===== src/rtl/crst_pkg.sv =====
package crst_pkg;

    localparam int COORD_W = 32;            // Q16.16 coordinate
    localparam int SEG_W   = 6;             // segment count register
    localparam int T_W     = 17;            // t, t^2, t^3 in Q1.16 (0..65536)
    localparam int W_W     = 21;            // basis weight, signed
    localparam int MUL_A_W = 33;            // multiplier operand A, signed
    localparam int PROD_W  = MUL_A_W + W_W; // product and sums, signed
    localparam int SH_W    = PROD_W - 17;   // sum after the floor shift by 17
    localparam int DIV_CNT_W = 5;

    localparam logic [SEG_W-1:0]     SEG_RESET    = 6'd16;
    localparam logic [SEG_W-1:0]     MAX_SEGMENTS = 6'd63;
    localparam logic [DIV_CNT_W-1:0] DIV_LAST     = 5'd16;   // 17 quotient bits
    localparam logic [3:0]           MAC_LAST     = 4'd12;   // 3 axes x 4 points
    localparam logic signed [W_W-1:0] TWO_Q16     = 21'sd131072;

    typedef struct packed {
        logic signed [COORD_W-1:0] x;
        logic signed [COORD_W-1:0] y;
        logic signed [COORD_W-1:0] z;
    } point_t;

    typedef enum logic [6:0] {
        ST_IDLE = 7'b0000001,
        ST_DIV  = 7'b0000010,
        ST_T2   = 7'b0000100,
        ST_T3   = 7'b0001000,
        ST_WGT  = 7'b0010000,
        ST_MAC  = 7'b0100000,
        ST_OUT  = 7'b1000000
    } state_t;

    // floor(s / 2^17), then clamp to the signed 32-bit range
    function automatic logic signed [COORD_W-1:0] sat_q16(
        input logic signed [PROD_W-1:0] s
    );
        logic [SH_W-1:0] sh;
        logic [SH_W-COORD_W:0] top;
        sh  = s[PROD_W-1:17];
        top = sh[SH_W-1:COORD_W-1];
        if (top == '0 || top == '1)
            return sh[COORD_W-1:0];
        else if (sh[SH_W-1])
            return {1'b1, {(COORD_W-1){1'b0}}};
        else
            return {1'b0, {(COORD_W-1){1'b1}}};
    endfunction

endpackage


===== src/rtl/catmull_rom_segment_tessellator.sv =====
// Operation: a point that only fills the window is taken in the idle state; a point that
//   completes a window runs the divide, then for each of its n+1 curve points (n = effective
//   segment count, 16 by default) the T2, T3, WGT, MAC and OUT states, sharing the one 33x21
//   multiplier (t*t, t2*t, then 12 products); a curve point waiting on out_ready holds the sequencer
//   in OUT, and no new control point is taken until the run's last curve point is registered.
// Reset: asynchronous, active low; clears point count, sequencer, output valid; segments 16.
module catmull_rom_segment_tessellator
    import crst_pkg::*;
(
    input  logic                      clk,
    input  logic                      rst_n,
    // control point items
    input  logic                      in_valid,
    output logic                      in_ready,
    input  logic                      first_point,
    input  logic signed [COORD_W-1:0] point_x,
    input  logic signed [COORD_W-1:0] point_y,
    input  logic signed [COORD_W-1:0] point_z,
    // curve point items
    output logic                      out_valid,
    input  logic                      out_ready,
    output logic signed [COORD_W-1:0] curve_x,
    output logic signed [COORD_W-1:0] curve_y,
    output logic signed [COORD_W-1:0] curve_z,
    output logic                      last_of_run,
    // segment count register
    input  logic                      cfg_valid,
    output logic                      cfg_ready,
    input  logic [SEG_W-1:0]          segment_count
);

    // ------------------------------------------------------------------
    // Sequencer per completing point:
    //   DIV : restoring divide 65536 / n, one quotient bit a cycle. t for
    //         step j is then tracked as t += q, rem += r, wrap on rem >= n.
    //   T2  : t*t             (shared multiplier)
    //   T3  : t2 = (t*t)>>16, then t2*t
    //   WGT : t3 = (t2*t)>>16, Catmull-Rom basis weights w0..w3
    //   MAC : 12 products p_k*w_k, one a cycle, each registered, then summed per axis
    //   OUT : floor-shift and saturate into the output register
    // The curve is sum_k p_k*w_k with
    //   w0 = -t + 2t2 - t3, w1 = 2*65536 - 5t2 + 3t3,
    //   w2 = t + 4t2 - 3t3, w3 = t3 - t2,
    // which is the exact expansion of the usual coefficient form.
    // ------------------------------------------------------------------

    state_t state_reg, state_next;

    point_t held_reg [3];
    point_t held_next [3];
    logic [1:0] held_cnt_reg, held_cnt_next;
    point_t new_reg, new_next;

    logic [SEG_W-1:0] seg_reg, seg_next;
    logic [SEG_W-1:0] n_reg, n_next;

    logic [DIV_CNT_W-1:0] div_cnt_reg, div_cnt_next;
    logic [T_W-1:0]       div_q_reg, div_q_next;
    logic [SEG_W-1:0]     div_r_reg, div_r_next;

    logic [SEG_W-1:0] j_reg, j_next;
    logic [T_W-1:0]   t_reg, t_next;
    logic [SEG_W-1:0] r_reg, r_next;
    logic [T_W-1:0]   t2_reg, t2_next;

    logic signed [PROD_W-1:0] prod_reg, prod_next;
    logic signed [W_W-1:0]    w_reg [4];
    logic signed [W_W-1:0]    w_next [4];
    logic [3:0]               mac_cnt_reg, mac_cnt_next;
    logic signed [PROD_W-1:0] acc_reg, acc_next;
    logic signed [PROD_W-1:0] sum_reg [3];
    logic signed [PROD_W-1:0] sum_next [3];

    logic                      out_valid_reg, out_valid_next;
    logic signed [COORD_W-1:0] cx_reg, cx_next;
    logic signed [COORD_W-1:0] cy_reg, cy_next;
    logic signed [COORD_W-1:0] cz_reg, cz_next;
    logic                      last_reg, last_next;

    // handshake
    logic       in_acc;
    logic [1:0] eff_cnt;
    logic [SEG_W-1:0] n_clamp;

    // divider step
    logic             div_bit;
    logic [SEG_W:0]   div_shift;
    logic [SEG_W:0]   div_diff;
    logic             div_ge;

    // t advance
    logic [SEG_W:0]   r_sum;
    logic             r_wrap;

    // shared multiplier
    logic signed [MUL_A_W-1:0] mul_a;
    logic signed [W_W-1:0]     mul_b;
    logic [T_W-1:0]            t_hi;     // (t*t)>>16 or (t2*t)>>16
    logic [1:0]                mac_axis, mac_k;
    logic [3:0]                mac_d;
    point_t                    sel_pt;
    logic signed [COORD_W-1:0] sel_coord;

    // weights
    logic signed [W_W-1:0] tw, t2w, t3w;

    logic out_free;
    point_t in_pt;

    assign in_ready  = (state_reg == ST_IDLE);
    assign cfg_ready = 1'b1;
    assign in_acc    = in_valid && in_ready;
    assign eff_cnt   = first_point ? 2'd0 : held_cnt_reg;
    assign in_pt     = '{x: point_x, y: point_y, z: point_z};

    assign out_valid   = out_valid_reg;
    assign curve_x     = cx_reg;
    assign curve_y     = cy_reg;
    assign curve_z     = cz_reg;
    assign last_of_run = last_reg;

    // zero means one, anything above the limit means the limit
    always_comb
    begin
        if (seg_reg == '0)
            n_clamp = SEG_W'(1);
        else if (seg_reg > MAX_SEGMENTS)
            n_clamp = MAX_SEGMENTS;
        else
            n_clamp = seg_reg;
    end

    // dividend is 65536: only its top bit (first step) is set
    assign div_bit   = (div_cnt_reg == '0);
    assign div_shift = {div_r_reg, div_bit};
    assign div_diff  = div_shift - {1'b0, n_reg};
    assign div_ge    = (div_shift >= {1'b0, n_reg});

    assign r_sum  = {1'b0, r_reg} + {1'b0, div_r_reg};
    assign r_wrap = (r_sum >= {1'b0, n_reg});

    assign t_hi     = prod_reg[2*T_W-2:T_W-1];
    assign mac_axis = mac_cnt_reg[3:2];
    assign mac_k    = mac_cnt_reg[1:0];
    assign mac_d    = mac_cnt_reg - 4'd1;

    // operand point for the current product
    always_comb
    begin
        unique case (mac_k)
            2'd0: sel_pt = held_reg[0];
            2'd1: sel_pt = held_reg[1];
            2'd2: sel_pt = held_reg[2];
            2'd3: sel_pt = new_reg;
        endcase
        case (mac_axis)
            2'd0:    sel_coord = sel_pt.x;
            2'd1:    sel_coord = sel_pt.y;
            default: sel_coord = sel_pt.z;
        endcase
    end

    // multiplier operand select
    always_comb
    begin
        priority if (state_reg == ST_T2)
        begin
            mul_a = signed'({{(MUL_A_W-T_W){1'b0}}, t_reg});
            mul_b = signed'({{(W_W-T_W){1'b0}}, t_reg});
        end
        else if (state_reg == ST_T3)
        begin
            mul_a = signed'({{(MUL_A_W-T_W){1'b0}}, t_hi});
            mul_b = signed'({{(W_W-T_W){1'b0}}, t_reg});
        end
        else
        begin
            mul_a = {sel_coord[COORD_W-1], sel_coord};
            mul_b = w_reg[mac_k];
        end
    end

    assign tw  = signed'({{(W_W-T_W){1'b0}}, t_reg});
    assign t2w = signed'({{(W_W-T_W){1'b0}}, t2_reg});
    assign t3w = signed'({{(W_W-T_W){1'b0}}, t_hi});

    assign out_free = !out_valid_reg || out_ready;

    always_comb
    begin
        state_next    = state_reg;
        held_next     = held_reg;
        held_cnt_next = held_cnt_reg;
        new_next      = new_reg;
        seg_next      = seg_reg;
        n_next        = n_reg;
        div_cnt_next  = div_cnt_reg;
        div_q_next    = div_q_reg;
        div_r_next    = div_r_reg;
        j_next        = j_reg;
        t_next        = t_reg;
        r_next        = r_reg;
        t2_next       = t2_reg;
        prod_next     = prod_reg;
        w_next        = w_reg;
        mac_cnt_next  = mac_cnt_reg;
        acc_next      = acc_reg;
        sum_next      = sum_reg;
        out_valid_next = out_valid_reg && !out_ready;
        cx_next       = cx_reg;
        cy_next       = cy_reg;
        cz_next       = cz_reg;
        last_next     = last_reg;

        if (cfg_valid && cfg_ready)
            seg_next = segment_count;

        unique case (state_reg)
            ST_IDLE:
            begin
                if (in_acc)
                begin
                    if (eff_cnt != 2'd3)
                    begin
                        // still filling the window
                        for (int i = 0; i < 3; i++)
                        begin
                            if (eff_cnt == 2'(i))
                                held_next[i] = in_pt;
                        end
                        held_cnt_next = eff_cnt + 2'd1;
                    end
                    else
                    begin
                        new_next     = in_pt;
                        n_next       = n_clamp;
                        div_cnt_next = '0;
                        div_q_next   = '0;
                        div_r_next   = '0;
                        state_next   = ST_DIV;
                    end
                end
            end
            ST_DIV:
            begin
                div_q_next = {div_q_reg[T_W-2:0], div_ge};
                div_r_next = div_ge ? div_diff[SEG_W-1:0] : div_shift[SEG_W-1:0];
                if (div_cnt_reg == DIV_LAST)
                begin
                    j_next     = '0;
                    t_next     = '0;
                    r_next     = '0;
                    state_next = ST_T2;
                end
                else
                    div_cnt_next = div_cnt_reg + DIV_CNT_W'(1);
            end
            ST_T2:
            begin
                prod_next  = mul_a * mul_b;
                state_next = ST_T3;
            end
            ST_T3:
            begin
                t2_next    = t_hi;
                prod_next  = mul_a * mul_b;
                state_next = ST_WGT;
            end
            ST_WGT:
            begin
                w_next[0]    = (t2w <<< 1) - tw - t3w;
                w_next[1]    = TWO_Q16 - (t2w <<< 2) - t2w + (t3w <<< 1) + t3w;
                w_next[2]    = tw + (t2w <<< 2) - (t3w <<< 1) - t3w;
                w_next[3]    = t3w - t2w;
                mac_cnt_next = '0;
                state_next   = ST_MAC;
            end
            ST_MAC:
            begin
                prod_next = mul_a * mul_b;
                // sum the product issued in the previous cycle
                if (mac_cnt_reg != '0)
                begin
                    if (mac_d[1:0] == 2'd0)
                        acc_next = prod_reg;
                    else if (mac_d[1:0] == 2'd3)
                    begin
                        for (int i = 0; i < 3; i++)
                        begin
                            if (mac_d[3:2] == 2'(i))
                                sum_next[i] = acc_reg + prod_reg;
                        end
                    end
                    else
                        acc_next = acc_reg + prod_reg;
                end
                if (mac_cnt_reg == MAC_LAST)
                    state_next = ST_OUT;
                else
                    mac_cnt_next = mac_cnt_reg + 4'd1;
            end
            ST_OUT:
            begin
                if (out_free)
                begin
                    out_valid_next = 1'b1;
                    cx_next        = sat_q16(sum_reg[0]);
                    cy_next        = sat_q16(sum_reg[1]);
                    cz_next        = sat_q16(sum_reg[2]);
                    last_next      = (j_reg == n_reg);
                    if (j_reg == n_reg)
                    begin
                        // slide the window by one point
                        held_next[0] = held_reg[1];
                        held_next[1] = held_reg[2];
                        held_next[2] = new_reg;
                        state_next   = ST_IDLE;
                    end
                    else
                    begin
                        j_next     = j_reg + SEG_W'(1);
                        t_next     = T_W'(t_reg + div_q_reg + T_W'(r_wrap));
                        r_next     = r_wrap ? SEG_W'(r_sum - {1'b0, n_reg}) : r_sum[SEG_W-1:0];
                        state_next = ST_T2;
                    end
                end
            end
        endcase
    end

    // control state
    always_ff @(posedge clk or negedge rst_n)
    begin
        if (!rst_n)
        begin
            state_reg     <= ST_IDLE;
            held_cnt_reg  <= '0;
            seg_reg       <= SEG_RESET;
            div_cnt_reg   <= '0;
            mac_cnt_reg   <= '0;
            j_reg         <= '0;
            out_valid_reg <= 1'b0;
        end
        else
        begin
            state_reg     <= state_next;
            held_cnt_reg  <= held_cnt_next;
            seg_reg       <= seg_next;
            div_cnt_reg   <= div_cnt_next;
            mac_cnt_reg   <= mac_cnt_next;
            j_reg         <= j_next;
            out_valid_reg <= out_valid_next;
        end
    end

    // datapath
    always_ff @(posedge clk)
    begin
        held_reg  <= held_next;
        new_reg   <= new_next;
        n_reg     <= n_next;
        div_q_reg <= div_q_next;
        div_r_reg <= div_r_next;
        t_reg     <= t_next;
        r_reg     <= r_next;
        t2_reg    <= t2_next;
        prod_reg  <= prod_next;
        w_reg     <= w_next;
        acc_reg   <= acc_next;
        sum_reg   <= sum_next;
        cx_reg    <= cx_next;
        cy_reg    <= cy_next;
        cz_reg    <= cz_next;
        last_reg  <= last_next;
    end

endmodule


===== config.mk =====
export PLATFORM = sky130hd
export DESIGN_NAME = catmull_rom_segment_tessellator
export DESIGN_NICKNAME = d
export VERILOG_FILES = /design/src/rtl/crst_pkg.sv /design/src/rtl/catmull_rom_segment_tessellator.sv
export SDC_FILE = /design/constraint.sdc
export NUM_CORES = 2
export LEC_CHECK = 0
export ABC_AREA = 1
export ABC_CLOCK_PERIOD_IN_PS = 17800
export BUFFER_PORTS_ARGS = -buffer_cell sky130_fd_sc_hd__buf_2
export CORE_MARGIN = 10
export CORE_UTILIZATION = 68
export CTS_BUF_LIST = sky130_fd_sc_hd__clkbuf_16
export DETAILED_ROUTE_END_ITERATION = 6
export PLACE_DENSITY_LB_ADDON = 0.15
export SLEW_MARGIN = 20
export SYNTH_ARGS = -nofsm -noshare
export SYNTH_HDL_FRONTEND = slang
export SYNTH_SLANG_ARGS = --single-unit

===== constraint.sdc =====
create_clock -name clk -period 17.8 [get_ports clk]
set_clock_uncertainty 0.1 [all_clocks]
set_input_delay 0 -clock clk [delete_from_list [all_inputs] [get_ports clk]]
set_output_delay 0 -clock clk [all_outputs]
set_load 0.02 [all_outputs]

# After elaboration in Yosys (flattened, before gate mapping)
# Index checks and enable logic that the tools add are counted.
[totals]
regBits = 935
out_inout_bits = 100
elab_cells = 206
[op_classes]
reduce_logical = 40
multipliers = 1
addsub = 21
magnitude_cmp = 4
muxes = 61
bitwise = 3
n_eq_ne = 37
[op_table]
columns = ["cell", "n"]
rows = [
  ["$mux W288", 4],
  ["$pmux W288 S2", 1],
  ["$pmux W96 S4", 1],
  ["$mux W96", 3],
  ["$mux W32", 6],
  ["$mux W54", 2],
  ["$mux W17", 5],
  ["$mux W21", 4],
  ["$pmux W17 S2", 2],
  ["$mux W33", 2],
  ["$pmux W32 S2", 1],
  ["$mux W6", 10],
  ["$add A54 B54 Y54", 1],
  ["$mul A33 B21 Y54", 1],
  ["$pmux W7 S7", 1],
  ["$bmux W21 S2", 1],
  ["$sub A20 B18 Y21", 2],
  ["$pmux W6 S2", 3],
  ["$mux W7", 5],
  ["$logic_not A6 Y1", 4],
  ["$add A21 B18 Y21", 1],
  ["$add A21 B19 Y21", 1],
  ["$sub A21 B18 Y21", 1],
  ["$add A17 B19 Y20", 1],
  ["54 further kinds", 104],
]

# Depth between registers and ports, before layout
[depth]
word_depth = 7
ltp_mapped = 41
ltp_nobuf = 36

# Least setup slack after synthesis
# Ideal clock, no wire load.
[synth_path]
path_type = "flip-flop to flip-flop"
start = "register mac_cnt_reg[1]"
end = "register prod_reg[46] (data pin)"
setup_time_ns = 0.253
n_path_buf = 5
period_less_slack_ns = 7.957
slack_ns = 9.843
stages_incl_launch_ff = 35
t_arrival_ns = 7.605
path_cell_list = "dfrtp_1 -> clkbuf_1 -> inv_1 -> clkbuf_1 -> ha_1 -> buf_2 -> buf_2 -> nand2_1 -> o211ai_1 -> nand2_1 -> a21oi_1 -> nand2_1 -> inv_1 -> buf_2 -> nand2_1 -> fa_1 -> fa_1 -> fa_1 -> inv_1 -> fa_1 -> fa_1 -> inv_1 -> fa_1 -> fa_1 -> inv_1 -> ha_1 -> nand2_1 -> nor2_1 -> inv_1 -> nor2_1 -> nand2_1 -> nor3_1 -> nand2_1 -> nand4_1 -> nand2_1"
[synth_via]
elab_chain_len = 7
[synth_lines]
columns = ["element", "line_no", "text"]
rows = [
  ["start: declaration", "catmull_rom_segment_tessellator.sv:69", "logic [3:0] mac_cnt_reg, mac_cnt_next;"],
  ["start signal: assignment", "catmull_rom_segment_tessellator.sv:350", "mac_cnt_reg <= mac_cnt_next;"],
  ["branches (longest 6 deep; another with $pmux W96 S4)", "--", ""],
  ["$mul A33 B21 Y54 *", "catmull_rom_segment_tessellator.sv:260, catmull_rom_segment_tessellator.sv:266, catmull_rom_segment_tessellator.sv:280", ""],
  ["end signal: assignment", "catmull_rom_segment_tessellator.sv:367", "prod_reg <= prod_next;"],
  ["end: declaration", "catmull_rom_segment_tessellator.sv:66", "logic signed [PROD_W-1:0] prod_reg, prod_next;"],
]
# Every way passes the cells marked *. The select of a mux whose other input is x is not followed.
# A chain may end at the register's enable or synchronous reset.

# Worst setup path in the final report
[layout_path]
start = "register mac_cnt_reg[1]"
end = "register prod_reg[39] (data pin)"
# The elaborated chain is that of the path after synthesis.

==> results.yml <==
run_status:
  status: "finished, violations left"
  violations: "design-rule violations"
global_route:
  grt_remaining_overflow: 0
  grt_usage_pct: 40.27
  grt_pass1_vias: 64020
  grt_pass1_wl_um: 374300
  grt_max_degree: 234
  grt_antenna_before_repair: 5
synth:
  ys_seq_area_share_pct: 35.60
  ys_types: 59
  synthArstFlopShare_pct: 3.531
  yosysTopAreaCell: "edfxtp_1"
  yosys_warnings: 0
  synth_seq_cells: 878
  synth_common_cells: "nand2_1 (2,595), inv_1 (1,511), edfxtp_1 (847), fa_1 (748), nor2_1 (593)"
  synth_cells: 8532
  synth.cell_area_mm2: 0.07363
  ys_top_cells_by_area: "edfxtp_1 (35%), fa_1 (20%), nand2_1 (13%)"
  synth_edf_count: 847
  syn_nets: 9716
  synth_ff_type: "edfxtp_1"
  synth_top_area_share_pct: 34.54
  syn_area_per_cell_um2: 8.629
  synth.most_common_cell: "nand2_1"
final_layout:
  multi_input_area_mm2: 0.04055
  regArea_mm2: 0.02621
  largest_reg_flops: 288
  layout.nets: 10030
  finalNonFillerCells: 10330
  drive_gt1_share_pct: 5.771
  area.growth.synth_to_final_pct: 10.08
  fillers: 7366
sta:
  setup-tns-final_ns: 0
  min_period_ns: 11.45
  holdWs_ns: 0.03494
  slew_headroom_pct: 18.22
  final_max_slew_viol_count: 0
  fmax_ghz: 0.08734
  rsz0062_at_grt: "false"
  worst_slack_ns: 6.351
  setup_violations: 0
  finalHoldViolations: 0
  finalCritPeriodShare_pct: 64.32
  worst_pin_slew_ns: 1.225
place:
  place_hpwl_um: 173500
  port_buffers: 206
  pre_cts_ws_ns: 6.824
  gp_congestion: 1.022
  placedCellCount: 9941
floorplan:
  core_mm2: 0.1074
  start_util_pct: 68.58
  dieArea_mm2: 0.1218
  chipWidth_um: 349.1
  io_pins: 208
  row_count: 120
  die_h_um: 349.1
clocking:
  cts-buffers-inserted: 92
  root_buffer: "clkbuf_16"
  cts_tree: "built"
  path_clk_slew_ns: 0.06
  cts.path.max_buffers: 3
  clock_sinks: 878
  cts_setup_buffers: 0
  cts_max_level: 3
  clock_latency_ns: 0.72
route:
  wire_per_inst_um: 23.77
  vias: 63400
  drc_errors: 2
  firstDrtPassIters: 7
  via_per_inst: 6.137
  ant_nets: 0
  drt_iter0_drc: 8774
  drt_wl_total_um: 245600
min_path:
  min-delay-path-class: "in -> reg"
worst_setup_path:
  critPathLaunchType: "flop"
  cp_data_required_time_ns: 18.13
  crit_path_max_incr_delay_ns: 0.77
  path_max_fanout: 54
  cp-end-kind: "flop"
  crit_slowest_cell: "ha_4"
  worst-path-buf-inv: 9
  crit_arrival_ns: 11.78
  cp_common_cell: "inv_1"
  criticalPathCategory: "reg -> reg"
  cp_top_family: "adder cells"
flow_run:
  cap_viol_max_count: 0
==> stage by stage <==
stage,util (%),cell area (µm²)
after floorplan,-,73630
after global placement,70.63,75820
after detailed placement,70.65,75850
after CTS,75.47,81020
after global routing,75.49,81040
final,75.50,81050
==> metal layers <==
metal  up-vias  global-route usage, %  part of all wire (%)
li1      27450                      -                     -
met1     30130                  51.01                    35
met2      4720                  63.61                    46
met3      1092                  10.06                    13
met4         2                  21.84                   6.5
met5         -                      0                0.0053
==> layout by cell type, fill, tap and decap left out, drive strengths merged, types with 33 or more instances in the layout <==
cell	count
clkbuf	94
nand2	2599
xor2	114
nand3	376
inv	1550
edfxtp	847
dlygate4sd3	215
buf	274
ha	328
a21oi	396
nor2	598
clkinv	50
and2	33
nor3	47
fa	748
xnor2	45
o21ai	285
nand4	73
==> logic make-up (layout without fill, tap and decap cells) <==
kind of cell,after synthesis,count (layout),share of synthesized area (%)
AO/OA/AOI/OAI,853,853,6.471
AND/OR/NAND/NOR,3762,3762,20.56
buffers and inverters,1802,2194,9.542
flip-flops,878,878,35.60
other,1,4,0.005093
XOR/XNOR,159,159,1.891
multiplexers,1,1,0.01529
adder cells (fa/ha/maj),1076,1076,25.91
==> final timing paths <==
path                                start             end  slack (ns)  cells past startpoint
max reg2reg                mac_cnt_reg[1]    prod_reg[39]        6.35                     32
max in group asynchronous           rst_n  mac_cnt_reg[1]       17.10                      4
max                        mac_cnt_reg[1]    prod_reg[39]        6.35                     32
min in group asynchronous           rst_n    state_reg[0]        0.28                      3
min                           point_x[11]     new_reg[75]        0.03                      2
min reg2reg                    seg_reg[2]        n_reg[2]        0.37                      0
==> area by class of cell <==
type / instances / share of cell area (%)
multi-input cells: 5852 / 50.03
flip-flops and latches: 878 / 32.34
clock buffers: 94 / 2.902
repair buffers: 489 / 4.628
diodes: 3 / 0.009263
clock inverters: 75 / 0.7997
well taps: 1403 / 2.166
inverters: 1536 / 7.123
==> repair_timing <==
action                                 in CTS  in global routing
endpoints found under the hold margin     448                  0
setup endpoints to repair                   0                  0
hold buffers                              216                  0
gates resized for setup                     0                  0
Power is not shown: default switching activity piles up to over one toggle a cycle in this logic, so the estimate is an artifact.
